==> config.mk <==
export PLATFORM = sky130hd
export DESIGN_NAME = i2c_master_bit_engine_top
export DESIGN_NICKNAME = d
export VERILOG_FILES = /design/src/design/i2cm_pkg.sv /design/src/design/i2cm_seq.sv /design/src/design/i2cm_out_reg.sv /design/src/design/i2c_master_bit_engine_top.sv
export SDC_FILE = /design/constraint.sdc
export NUM_CORES = 1
export LEC_CHECK = 0
export BUFFER_PORTS_ARGS = -buffer_cell sky130_fd_sc_hd__buf_2
export CAP_MARGIN = 10
export CELL_PAD_IN_SITES_DETAIL_PLACEMENT = 1
export CELL_PAD_IN_SITES_GLOBAL_PLACEMENT = 2
export CORE_MARGIN = 2
export CORE_UTILIZATION = 32
export DETAILED_ROUTE_END_ITERATION = 7
export GPL_TIMING_DRIVEN = 0
export PLACE_DENSITY = 0.75
export SLEW_MARGIN = 20
export SYNTH_ARGS = -nofsm -noshare
export SYNTH_HDL_FRONTEND = slang
export SYNTH_HIERARCHICAL = 1
export SYNTH_SLANG_ARGS = --single-unit
==> constraint.sdc <==
create_clock -name clk -period 3.4 [get_ports clk]
set_input_delay 0.51 -clock clk [delete_from_list [all_inputs] [get_ports clk]]
set_output_delay 0.51 -clock clk [all_outputs]
set_load 0.01 [all_outputs]
==> src/design/i2cm_pkg.sv <==
// Package for the I2C master bit engine.
// It holds the command codes, the reset values of the configuration registers and the result type.
// No dependencies.
package i2cm_pkg;

  typedef enum logic [2:0] {
    OP_NONE    = 3'd0,
    OP_START   = 3'd1,
    OP_STOP    = 3'd2,
    OP_WRITE   = 3'd3,
    OP_WAIT    = 3'd4,
    OP_RD_ACK  = 3'd5,
    OP_RD_NACK = 3'd6,
    OP_RSVD    = 3'd7
  } op_t;

  typedef enum logic {
    REG_ACK_TIMEOUT    = 1'b0,
    REG_TICKS_PER_UNIT = 1'b1
  } reg_idx_t;

  localparam logic [7:0] ACK_TIMEOUT_RST    = 8'd250;
  localparam logic [7:0] TICKS_PER_UNIT_RST = 8'd1;
  localparam logic [7:0] MSB_MASK           = 8'h80;

  typedef struct packed {
    logic       ack_error;
    logic [7:0] rx_byte;
    logic       done_res;
    logic       busy_res;
    logic       sda_enable;
    logic       sda_drive;
    logic       scl_level;
  } res_t;

endpackage

==> src/design/i2cm_seq.sv <==
// Sequencer for the I2C master bit engine: pin sequences, bit and unit counting, ack polling.
// It holds the engine state and gives the result of the current tick combinationally.
// Depends on i2cm_pkg.
module i2cm_seq (
  input  logic           clk,
  input  logic           rst_n,
  input  logic           step_en,
  input  logic [2:0]     opcode,
  input  logic [7:0]     tx_byte,
  input  logic           sda_level,
  input  logic [7:0]     ack_timeout,
  input  logic [7:0]     ticks_per_unit,
  output i2cm_pkg::res_t res
);

  typedef enum logic [3:0] {
    PH_IDLE    = 4'd0,
    PH_ST_A    = 4'd1,
    PH_ST_B    = 4'd2,
    PH_SP_A    = 4'd3,
    PH_SP_B    = 4'd4,
    PH_SP_C    = 4'd5,
    PH_WR_LOW  = 4'd6,
    PH_WR_DATA = 4'd7,
    PH_WR_HIGH = 4'd8,
    PH_WA_LOW  = 4'd9,
    PH_WA_HIGH = 4'd10,
    PH_WA_POLL = 4'd11,
    PH_RD_LOW  = 4'd12,
    PH_RD_HIGH = 4'd13,
    PH_AK_A    = 4'd14,
    PH_AK_B    = 4'd15
  } phase_t;

  phase_t           phase_r, phase_nxt, ent_ph;
  i2cm_pkg::op_t    cmd_r, cmd_nxt, op;
  logic [3:0]       bit_cnt_r, bit_cnt_nxt, bit_inc;
  logic [1:0]       unit_cnt_r, unit_cnt_nxt, unit_dec, units;
  logic [7:0]       presc_r, presc_nxt, presc_inc;
  logic [7:0]       shift_r, shift_nxt;
  logic [7:0]       tmo_r, tmo_nxt;
  logic             scl_r, scl_nxt, sda_r, sda_nxt, en_r, en_nxt;
  logic             err_r, err_nxt;
  logic [7:0]       rx_r, rx_nxt;
  logic             done, do_ent, do_cmpl;

  assign op = i2cm_pkg::op_t'(opcode);

  always_comb begin
    phase_nxt    = phase_r;
    cmd_nxt      = cmd_r;
    bit_cnt_nxt  = bit_cnt_r;
    unit_cnt_nxt = unit_cnt_r;
    presc_nxt    = presc_r;
    shift_nxt    = shift_r;
    tmo_nxt      = tmo_r;
    scl_nxt      = scl_r;
    sda_nxt      = sda_r;
    en_nxt       = en_r;
    err_nxt      = err_r;
    rx_nxt       = rx_r;
    done         = 1'b0;
    do_ent       = 1'b0;
    do_cmpl      = 1'b0;
    ent_ph       = PH_IDLE;
    units        = 2'd0;
    bit_inc      = bit_cnt_r + 4'd1;
    presc_inc    = presc_r + 8'd1;
    unit_dec     = (unit_cnt_r != 2'd0) ? unit_cnt_r - 2'd1 : unit_cnt_r;

    if (phase_r == PH_IDLE) begin
      if (op != i2cm_pkg::OP_NONE && op != i2cm_pkg::OP_RSVD) begin
        cmd_nxt     = op;
        bit_cnt_nxt = 4'd0;
        do_ent      = 1'b1;
        unique case (op)
          i2cm_pkg::OP_START: ent_ph = PH_ST_A;
          i2cm_pkg::OP_STOP:  ent_ph = PH_SP_A;
          i2cm_pkg::OP_WRITE: begin
            shift_nxt = tx_byte;
            ent_ph    = PH_WR_LOW;
          end
          i2cm_pkg::OP_WAIT: begin
            err_nxt = 1'b0;
            tmo_nxt = 8'd0;
            ent_ph  = PH_WA_LOW;
          end
          default: begin
            shift_nxt = 8'd0;
            ent_ph    = PH_RD_LOW;
          end
        endcase
      end
    end else if (phase_r == PH_WA_POLL) begin
      if (!sda_level) begin
        scl_nxt = 1'b0;
        do_cmpl = 1'b1;
      end else if (tmo_r >= ack_timeout) begin
        err_nxt = 1'b1;
        do_ent  = 1'b1;
        ent_ph  = PH_SP_A;
      end else begin
        tmo_nxt = tmo_r + 8'd1;
      end
    end else if (presc_inc >= ticks_per_unit) begin
      presc_nxt    = 8'd0;
      unit_cnt_nxt = unit_dec;
      if (unit_dec == 2'd0) begin
        unique case (phase_r)
          PH_ST_A: begin
            do_ent = 1'b1;
            ent_ph = PH_ST_B;
          end
          PH_ST_B: begin
            scl_nxt = 1'b0;
            do_cmpl = 1'b1;
          end
          PH_SP_A: begin
            do_ent = 1'b1;
            ent_ph = PH_SP_B;
          end
          PH_SP_B: begin
            do_ent = 1'b1;
            ent_ph = PH_SP_C;
          end
          PH_WR_LOW: begin
            do_ent = 1'b1;
            ent_ph = PH_WR_DATA;
          end
          PH_WR_DATA: begin
            do_ent = 1'b1;
            ent_ph = PH_WR_HIGH;
          end
          PH_WR_HIGH: begin
            bit_cnt_nxt = bit_inc;
            if (bit_inc < 4'd8) begin
              do_ent = 1'b1;
              ent_ph = PH_WR_LOW;
            end else begin
              scl_nxt = 1'b0;
              do_cmpl = 1'b1;
            end
          end
          PH_WA_LOW: begin
            do_ent = 1'b1;
            ent_ph = PH_WA_HIGH;
          end
          PH_WA_HIGH: begin
            phase_nxt    = PH_WA_POLL;
            unit_cnt_nxt = 2'd0;
          end
          PH_RD_LOW: begin
            do_ent = 1'b1;
            ent_ph = PH_RD_HIGH;
          end
          PH_RD_HIGH: begin
            shift_nxt   = {shift_r[6:0], sda_level};
            bit_cnt_nxt = bit_inc;
            do_ent      = 1'b1;
            if (bit_inc < 4'd8) begin
              ent_ph = PH_RD_LOW;
            end else begin
              rx_nxt = {shift_r[6:0], sda_level};
              ent_ph = PH_AK_A;
            end
          end
          PH_AK_A: begin
            do_ent = 1'b1;
            ent_ph = PH_AK_B;
          end
          PH_AK_B: begin
            scl_nxt = 1'b0;
            do_cmpl = 1'b1;
          end
          default: do_cmpl = 1'b1;
        endcase
      end
    end else begin
      presc_nxt = presc_inc;
    end

    if (do_ent) begin
      unique case (ent_ph)
        PH_ST_A: begin
          en_nxt  = 1'b1;
          sda_nxt = 1'b1;
          scl_nxt = 1'b1;
          units   = 2'd2;
        end
        PH_ST_B: begin
          sda_nxt = 1'b0;
          units   = 2'd2;
        end
        PH_SP_A: begin
          en_nxt  = 1'b1;
          scl_nxt = 1'b0;
          sda_nxt = 1'b0;
          units   = 2'd2;
        end
        PH_SP_B: begin
          scl_nxt = 1'b1;
          units   = 2'd1;
        end
        PH_SP_C: begin
          sda_nxt = 1'b1;
          units   = 2'd2;
        end
        PH_WR_LOW: begin
          en_nxt  = 1'b1;
          scl_nxt = 1'b0;
          units   = 2'd1;
        end
        PH_WR_DATA: begin
          sda_nxt   = (shift_nxt & i2cm_pkg::MSB_MASK) != 8'd0;
          shift_nxt = {shift_nxt[6:0], 1'b0};
          units     = 2'd1;
        end
        PH_WR_HIGH: begin
          scl_nxt = 1'b1;
          units   = 2'd2;
        end
        PH_WA_LOW: begin
          en_nxt  = 1'b0;
          scl_nxt = 1'b0;
          units   = 2'd1;
        end
        PH_WA_HIGH: begin
          scl_nxt = 1'b1;
          units   = 2'd1;
        end
        PH_RD_LOW: begin
          en_nxt  = 1'b0;
          scl_nxt = 1'b0;
          units   = 2'd2;
        end
        PH_RD_HIGH: begin
          scl_nxt = 1'b1;
          units   = 2'd2;
        end
        PH_AK_A: begin
          scl_nxt = 1'b0;
          en_nxt  = 1'b1;
          sda_nxt = (cmd_nxt != i2cm_pkg::OP_RD_ACK);
          units   = 2'd2;
        end
        PH_AK_B: begin
          scl_nxt = 1'b1;
          units   = 2'd2;
        end
        default: units = 2'd0;
      endcase
      phase_nxt    = ent_ph;
      unit_cnt_nxt = units;
      presc_nxt    = 8'd0;
    end

    if (do_cmpl) begin
      phase_nxt    = PH_IDLE;
      unit_cnt_nxt = 2'd0;
      presc_nxt    = 8'd0;
      done         = 1'b1;
    end
  end

  always_ff @(posedge clk) begin
    if (!rst_n) begin
      phase_r    <= PH_IDLE;
      cmd_r      <= i2cm_pkg::OP_NONE;
      bit_cnt_r  <= 4'd0;
      unit_cnt_r <= 2'd0;
      presc_r    <= 8'd0;
      shift_r    <= 8'd0;
      tmo_r      <= 8'd0;
      scl_r      <= 1'b1;
      sda_r      <= 1'b1;
      en_r       <= 1'b1;
      err_r      <= 1'b0;
      rx_r       <= 8'd0;
    end else if (step_en) begin
      phase_r    <= phase_nxt;
      cmd_r      <= cmd_nxt;
      bit_cnt_r  <= bit_cnt_nxt;
      unit_cnt_r <= unit_cnt_nxt;
      presc_r    <= presc_nxt;
      shift_r    <= shift_nxt;
      tmo_r      <= tmo_nxt;
      scl_r      <= scl_nxt;
      sda_r      <= sda_nxt;
      en_r       <= en_nxt;
      err_r      <= err_nxt;
      rx_r       <= rx_nxt;
    end
  end

  always_comb begin
    res.scl_level  = scl_nxt;
    res.sda_drive  = sda_nxt;
    res.sda_enable = en_nxt;
    res.busy_res   = (phase_nxt != PH_IDLE);
    res.done_res   = done;
    res.rx_byte    = rx_nxt;
    res.ack_error  = err_nxt;
  end

endmodule

==> src/design/i2cm_out_reg.sv <==
// Output register stage for the I2C master bit engine.
// It holds one result and gives back pressure to the input side.
// Depends on i2cm_pkg.
module i2cm_out_reg (
  input  logic           clk,
  input  logic           rst_n,
  input  logic           load,
  input  i2cm_pkg::res_t res_in,
  input  logic           out_tready,
  output logic           out_tvalid,
  output i2cm_pkg::res_t res_out,
  output logic           space
);

  logic           valid_r;
  i2cm_pkg::res_t data_r;

  assign space      = !valid_r || out_tready;
  assign out_tvalid = valid_r;
  assign res_out    = data_r;

  always_ff @(posedge clk) begin
    if (!rst_n) begin
      valid_r <= 1'b0;
    end else if (load) begin
      valid_r <= 1'b1;
    end else if (out_tready) begin
      valid_r <= 1'b0;
    end
  end

  always_ff @(posedge clk) begin
    if (load) begin
      data_r <= res_in;
    end
  end

endmodule

==> src/design/i2c_master_bit_engine_top.sv <==
// The result of a tick is registered on its input transfer and presented from the output register.
// Throughput: one tick per clock while the result side takes each result.
// Back pressure on the result side stalls the input through the output register.
// Reset (rst_n, synchronous, active low): engine idle, SCL and SDA high and driven,
// counters, received byte and error flag cleared, ack_timeout 250, ticks_per_unit 1.
module i2c_master_bit_engine_top (
  input  logic        clk,
  input  logic        rst_n,
  input  logic        in_tvalid,
  output logic        in_tready,
  input  logic [15:0] in_tdata,   // tx_byte[7:0], sda_level[8], zero fill
  input  logic [2:0]  in_tuser,   // opcode[2:0]
  output logic        out_tvalid,
  input  logic        out_tready,
  output logic [15:0] out_tdata,  // scl_level, sda_drive, sda_enable, busy_res,
                                  // done_res, rx_byte[12:5], ack_error[13], zero fill
  input  logic        cfg_we,
  input  logic        cfg_index,
  input  logic [7:0]  cfg_wdata
);

  logic [7:0]     ack_timeout_r;
  logic [7:0]     ticks_per_unit_r;
  logic           step_en;
  i2cm_pkg::res_t res_c, res_q;

  always_ff @(posedge clk) begin
    if (!rst_n) begin
      ack_timeout_r    <= i2cm_pkg::ACK_TIMEOUT_RST;
      ticks_per_unit_r <= i2cm_pkg::TICKS_PER_UNIT_RST;
    end else if (cfg_we) begin
      if (i2cm_pkg::reg_idx_t'(cfg_index) == i2cm_pkg::REG_ACK_TIMEOUT) begin
        ack_timeout_r <= cfg_wdata;
      end else begin
        ticks_per_unit_r <= cfg_wdata;
      end
    end
  end

  assign step_en = in_tvalid && in_tready;

  i2cm_seq u_seq (
    .clk            (clk),
    .rst_n          (rst_n),
    .step_en        (step_en),
    .opcode         (in_tuser),
    .tx_byte        (in_tdata[7:0]),
    .sda_level      (in_tdata[8]),
    .ack_timeout    (ack_timeout_r),
    .ticks_per_unit (ticks_per_unit_r),
    .res            (res_c)
  );

  i2cm_out_reg u_out (
    .clk        (clk),
    .rst_n      (rst_n),
    .load       (step_en),
    .res_in     (res_c),
    .out_tready (out_tready),
    .out_tvalid (out_tvalid),
    .res_out    (res_q),
    .space      (in_tready)
  );

  assign out_tdata = {2'b00, res_q};

endmodule

==> summary.log <==
INFO  sta            final_period_minus_worst_setup_slack=3.29ns
INFO  floorplan      floorplan.die_area=16300squm
INFO  grt            grt_start_max_net_pins=21
INFO  finish         area.growth.synth_to_final=21.9%
INFO  synthesis      synth-edff-count=14
INFO  synthesis      synth_async_sr_flop_share=0%
INFO  grt            grt_use_total=18.8%
INFO  finish         finish.utilization=39.6%
INFO  synthesis      synth_warnings=6
INFO  power          comb_power_share=31.2%
INFO  sta            totalNegativeSetupSlack=0ns
INFO  floorplan      chipHeight=127microns
INFO  clocking       cts_buffers=9
INFO  clocking       number_of_h_tree_branching_levels=3
INFO  place          dp.final_hpwl=10800microns
INFO  sta            grt_setup_unrepaired=yes
INFO  place          io_buffers=38
INFO  finish         multi_input_comb_area=2990squm
INFO  power          power_leakage=2.38nW
INFO  sta            whs=0.436ns
INFO  drt            drt-wirelength-per-cell=17.6microns
INFO  grt            grt_pass1_vias=4648
INFO  power          power-per-cell-area=505nW/um^2
INFO  finish         design_area=5950squm
INFO  sta            fin_skew=0.00981ns
INFO  floorplan      starting_utilization_of_the_core_area=32.5%
INFO  grt            grt_antenna_before_repair=0
INFO  synthesis      synth.ff_latch_count=80
INFO  clocking       cts_root_buf=clkbuf_16
INFO  outcome        outcome=complete, no violations
INFO  finish         antenna-diode-count=0
INFO  floorplan      num_rows=45
INFO  power          design_power_total=3.00mW
INFO  sta            final.period_utilization=96.8%
INFO  finish         commonest_non_fill_non_tap_cell_in_the_layout=dfxtp_1
INFO  place          number_of_placed_cells_counting_well_taps=817
INFO  clocking       clockBufferDepth=2
INFO  sta            setup_ws=0.109ns
INFO  clocking       clock_insertion_delay_worst_skew=0.35ns
INFO  sta            timing.final.max_slew_violations=0
INFO  drt            detail-route-antenna-nets=0
INFO  place          dpl-instance-area=5310squm
INFO  place          dpl_worst_slack=-0.725ns
INFO  grt            overflow=0
INFO  worst_setup_path start_kind=flop
INFO  grt            grt_first_pass_wirelength=24000microns
INFO  power          switchingPower=1.02mW
INFO  synthesis      syn-mean-instance-area=8.27squm
INFO  finish         commonest_non_fill_non_tap_cells_in_the_layout=dfxtp_1, nor2_1, nand2_1, buf_2, inv_1
INFO  power          ir_drop=0.270mV
INFO  drt            detailed_route_via_count=4554
INFO  drt            drt-initial-drc-count=210
INFO  clocking       cts_tree=built
INFO  synthesis      synth.distinct_cells=72
INFO  power          clock_power_share=32.2%
INFO  clocking       hold_buffers=0
INFO  drt            drt-pass1-iter-count=5
INFO  sta            count_of_endpoints_failing_hold_in_the_final_timing_report=0
INFO  place          gp_congestion=0.896
INFO  clocking       cts_sinks=80
INFO  power          power_frac_seq=36.5%
INFO  sta            timing.max_slew.rel_slack=31.7%
INFO  synthesis      area_of_the_mapped_netlist=4880squm
INFO  worst_setup_path crit_required=3.48ns
INFO  floorplan      placeableCoreArea=15000squm
INFO  drt            via_cell_ratio=5.37
INFO  worst_setup_path worst_path_arrival=3.37ns
INFO  drt            drt-total-wl=14900microns
INFO  sta            max_clk_rate=304MHz
INFO  worst_setup_path cp_max_fo=8
INFO  finish         sequential_cell_area=1760squm
INFO  job            max_cap_violations=0
INFO  clocking       worst_setup_hold_path_clk_slew=0.06ns
INFO  synthesis      top_flip_flop_cell_by_instance_count_after_synthesis=dfxtp_1
INFO  worst_setup_path setup.worst_path.class=flop to flop
INFO  finish         layout.cells.non_filler=848
INFO  power          p_int=1.98mW
INFO  drt            drt_drc_violations_left=0
INFO  sta            total_setup_violations_reported_at_the_end_of_the_flow=0
INFO  synthesis      postSynthCellCount=590
INFO  power          power.switching_fraction=34.0%
INFO  sta            worstMarginPinSlew=1.02ns
INFO  synthesis      yosysSeqAreaShare=35.7%
INFO  floorplan      io_pins=51
INFO  worst_hold_path worst_hold_path_type=input port to flop
INFO  floorplan      fp.dieW=127microns
INFO  finish         fillCellCount=1806
INFO  finish         final_layout_size_suffix_gt1_share=23.5%
INFO  finish         finish.net_count=707
INFO  worst_setup_path endpoint_kind=flop
==> critical path, cell delays in order (launching register included) <==
cell      delay (ns)
dfxtp_4         0.38
nand3_4         0.08
or2_4           0.26
inv_2           0.07
nand3_4         0.10
xnor2_4         0.16
ha_4            0.30
nand3b_1        0.12
or2_4           0.27
o21a_4          0.27
a311oi_4        0.32
o21a_2          0.29
buf_4           0.16
inv_1           0.05
o31ai_1         0.08
nand2_1         0.13
==> path summary, 6_finish.rpt <==
check | start | endpoint | slack, ns | cells after the start
setup / recovery | u_seq/presc_r[0]$_SDFFE_PN0P_ | u_out/res_out[3]$_DFFE_PP_ | 0.11 | 15
hold / removal | cfg_wdata[5] | ticks_per_unit_r[5]$_SDFFE_PN0P_ | 0.44 | 3
setup reg to reg | u_seq/presc_r[0]$_SDFFE_PN0P_ | u_out/res_out[3]$_DFFE_PP_ | 0.11 | 15
hold reg to reg | ticks_per_unit_r[7]$_SDFFE_PN0P_ | ticks_per_unit_r[7]$_SDFFE_PN0P_ | 0.45 | 2
==> power groups by stage <==
stage,combinational (mW),sequential (mW),clock (mW)
after floorplan,0.572,1.11,0
after global placement,0.794,1.11,0
after detailed placement,0.807,1.12,0
after CTS,0.902,1.10,0.999
after global routing,1.03,1.11,1.03
final,0.937,1.10,0.968
==> sequential cells by signal, indices dropped and copies added, names as in the netlist <==
| signal | cells |
|---|---|
| u_seq/rx_r | 8 |
| u_seq/scl_r | 1 |
| ack_timeout_r | 8 |
| u_seq/shift_r | 8 |
| u_seq/err_r | 1 |
| u_seq/unit_cnt_r | 2 |
| u_seq/cmd_r | 3 |
| u_seq/sda_r | 1 |
| ticks_per_unit_r | 8 |
| u_out/out_tvalid | 1 |
| u_seq/en_r | 1 |
| u_seq/bit_cnt_r | 4 |
| u_seq/tmo_r | 8 |
| u_seq/phase_r | 4 |
| u_out/res_out | 14 |
| u_seq/presc_r | 8 |
==> routing by layer <==
layer	GRT usage, %	vias to the layer above	share of wire [%]
met5	0	-	0
met2	31.1	84	48
met1	24.9	2214	47
met3	3.77	17	3.9
li1	-	2239	-
met4	5.56	0	1.7
==> timing repair <==
| item | 4_1_cts | 5_1_grt |
|---|---|---|
| resized for setup | 35 | 24 |
| endpoints found under the setup margin | 48 | 47 |
| endpoints found under the hold margin | 0 | 0 |
| gates cloned | 0 | 0 |
| pin swaps | 10 | 11 |
| setup buffers | 8 | 9 |
==> cell usage after synthesis (all sizes together), types with 2 or more instances <==
| cell type | count | area share, % |
|---|---|---|
| and2 | 6 | 0.77 |
| a21oi | 36 | 3.7 |
| ha | 19 | 4.9 |
| clkbuf | 20 | 1.5 |
| or2 | 6 | 0.82 |
| mux2i | 16 | 3.3 |
| or3 | 4 | 0.51 |
| o31ai | 3 | 0.46 |
| xnor2 | 14 | 2.5 |
| a22oi | 3 | 0.46 |
| nor3 | 20 | 2.2 |
| and3b | 2 | 0.36 |
| a2bb2oi | 3 | 0.54 |
| nand2 | 52 | 4.1 |
| o21ai | 39 | 4.0 |
| a21o | 3 | 0.46 |
| a31oi | 13 | 1.7 |
| nor4 | 3 | 0.51 |
| and3 | 3 | 0.38 |
| o311ai | 2 | 0.36 |
| nor2 | 59 | 4.5 |
| buf | 22 | 2.9 |
| inv | 36 | 2.8 |
| nand3b | 10 | 1.6 |
| dfxtp | 66 | 27 |
| nand4 | 9 | 1.2 |
| nand3 | 24 | 2.5 |
| a221oi | 8 | 1.4 |
| a211o | 2 | 0.54 |
| o21bai | 2 | 0.31 |
| or4 | 3 | 0.54 |
| mux2 | 15 | 3.5 |
| o211ai | 14 | 2.2 |
| o21a | 3 | 0.46 |
| nor2b | 5 | 0.64 |
| a211oi | 3 | 0.46 |
| edfxtp | 14 | 8.6 |
| nand2b | 4 | 0.67 |
| xor2 | 4 | 0.72 |
==> kinds of logic after synthesis <==
kind of cell | after synthesis | share of synthesized area, %
flip-flops | 80 | 35.7
multiplexers | 31 | 6.74
adder cells (fa/ha/maj) | 19 | 4.87
buffers and inverters | 78 | 7.26
XOR/XNOR | 18 | 3.23
AND/OR/NAND/NOR | 214 | 22.2
other | 1 | 0.0768
AO/OA/AOI/OAI | 149 | 19.9
==> cell type report <==
| type | instances | share of cell area [%] |
|---|---|---|
| sequential | 80 | 29.6 |
| multi-input combinational | 433 | 50.3 |
| timing repair buffer | 55 | 5.34 |
| clock buffer | 10 | 3.85 |
| inverter | 36 | 2.27 |
| buffer | 40 | 3.68 |
| tap | 188 | 3.95 |
| clock inverter | 6 | 1.03 |
(Power assumes the default switching activity.)
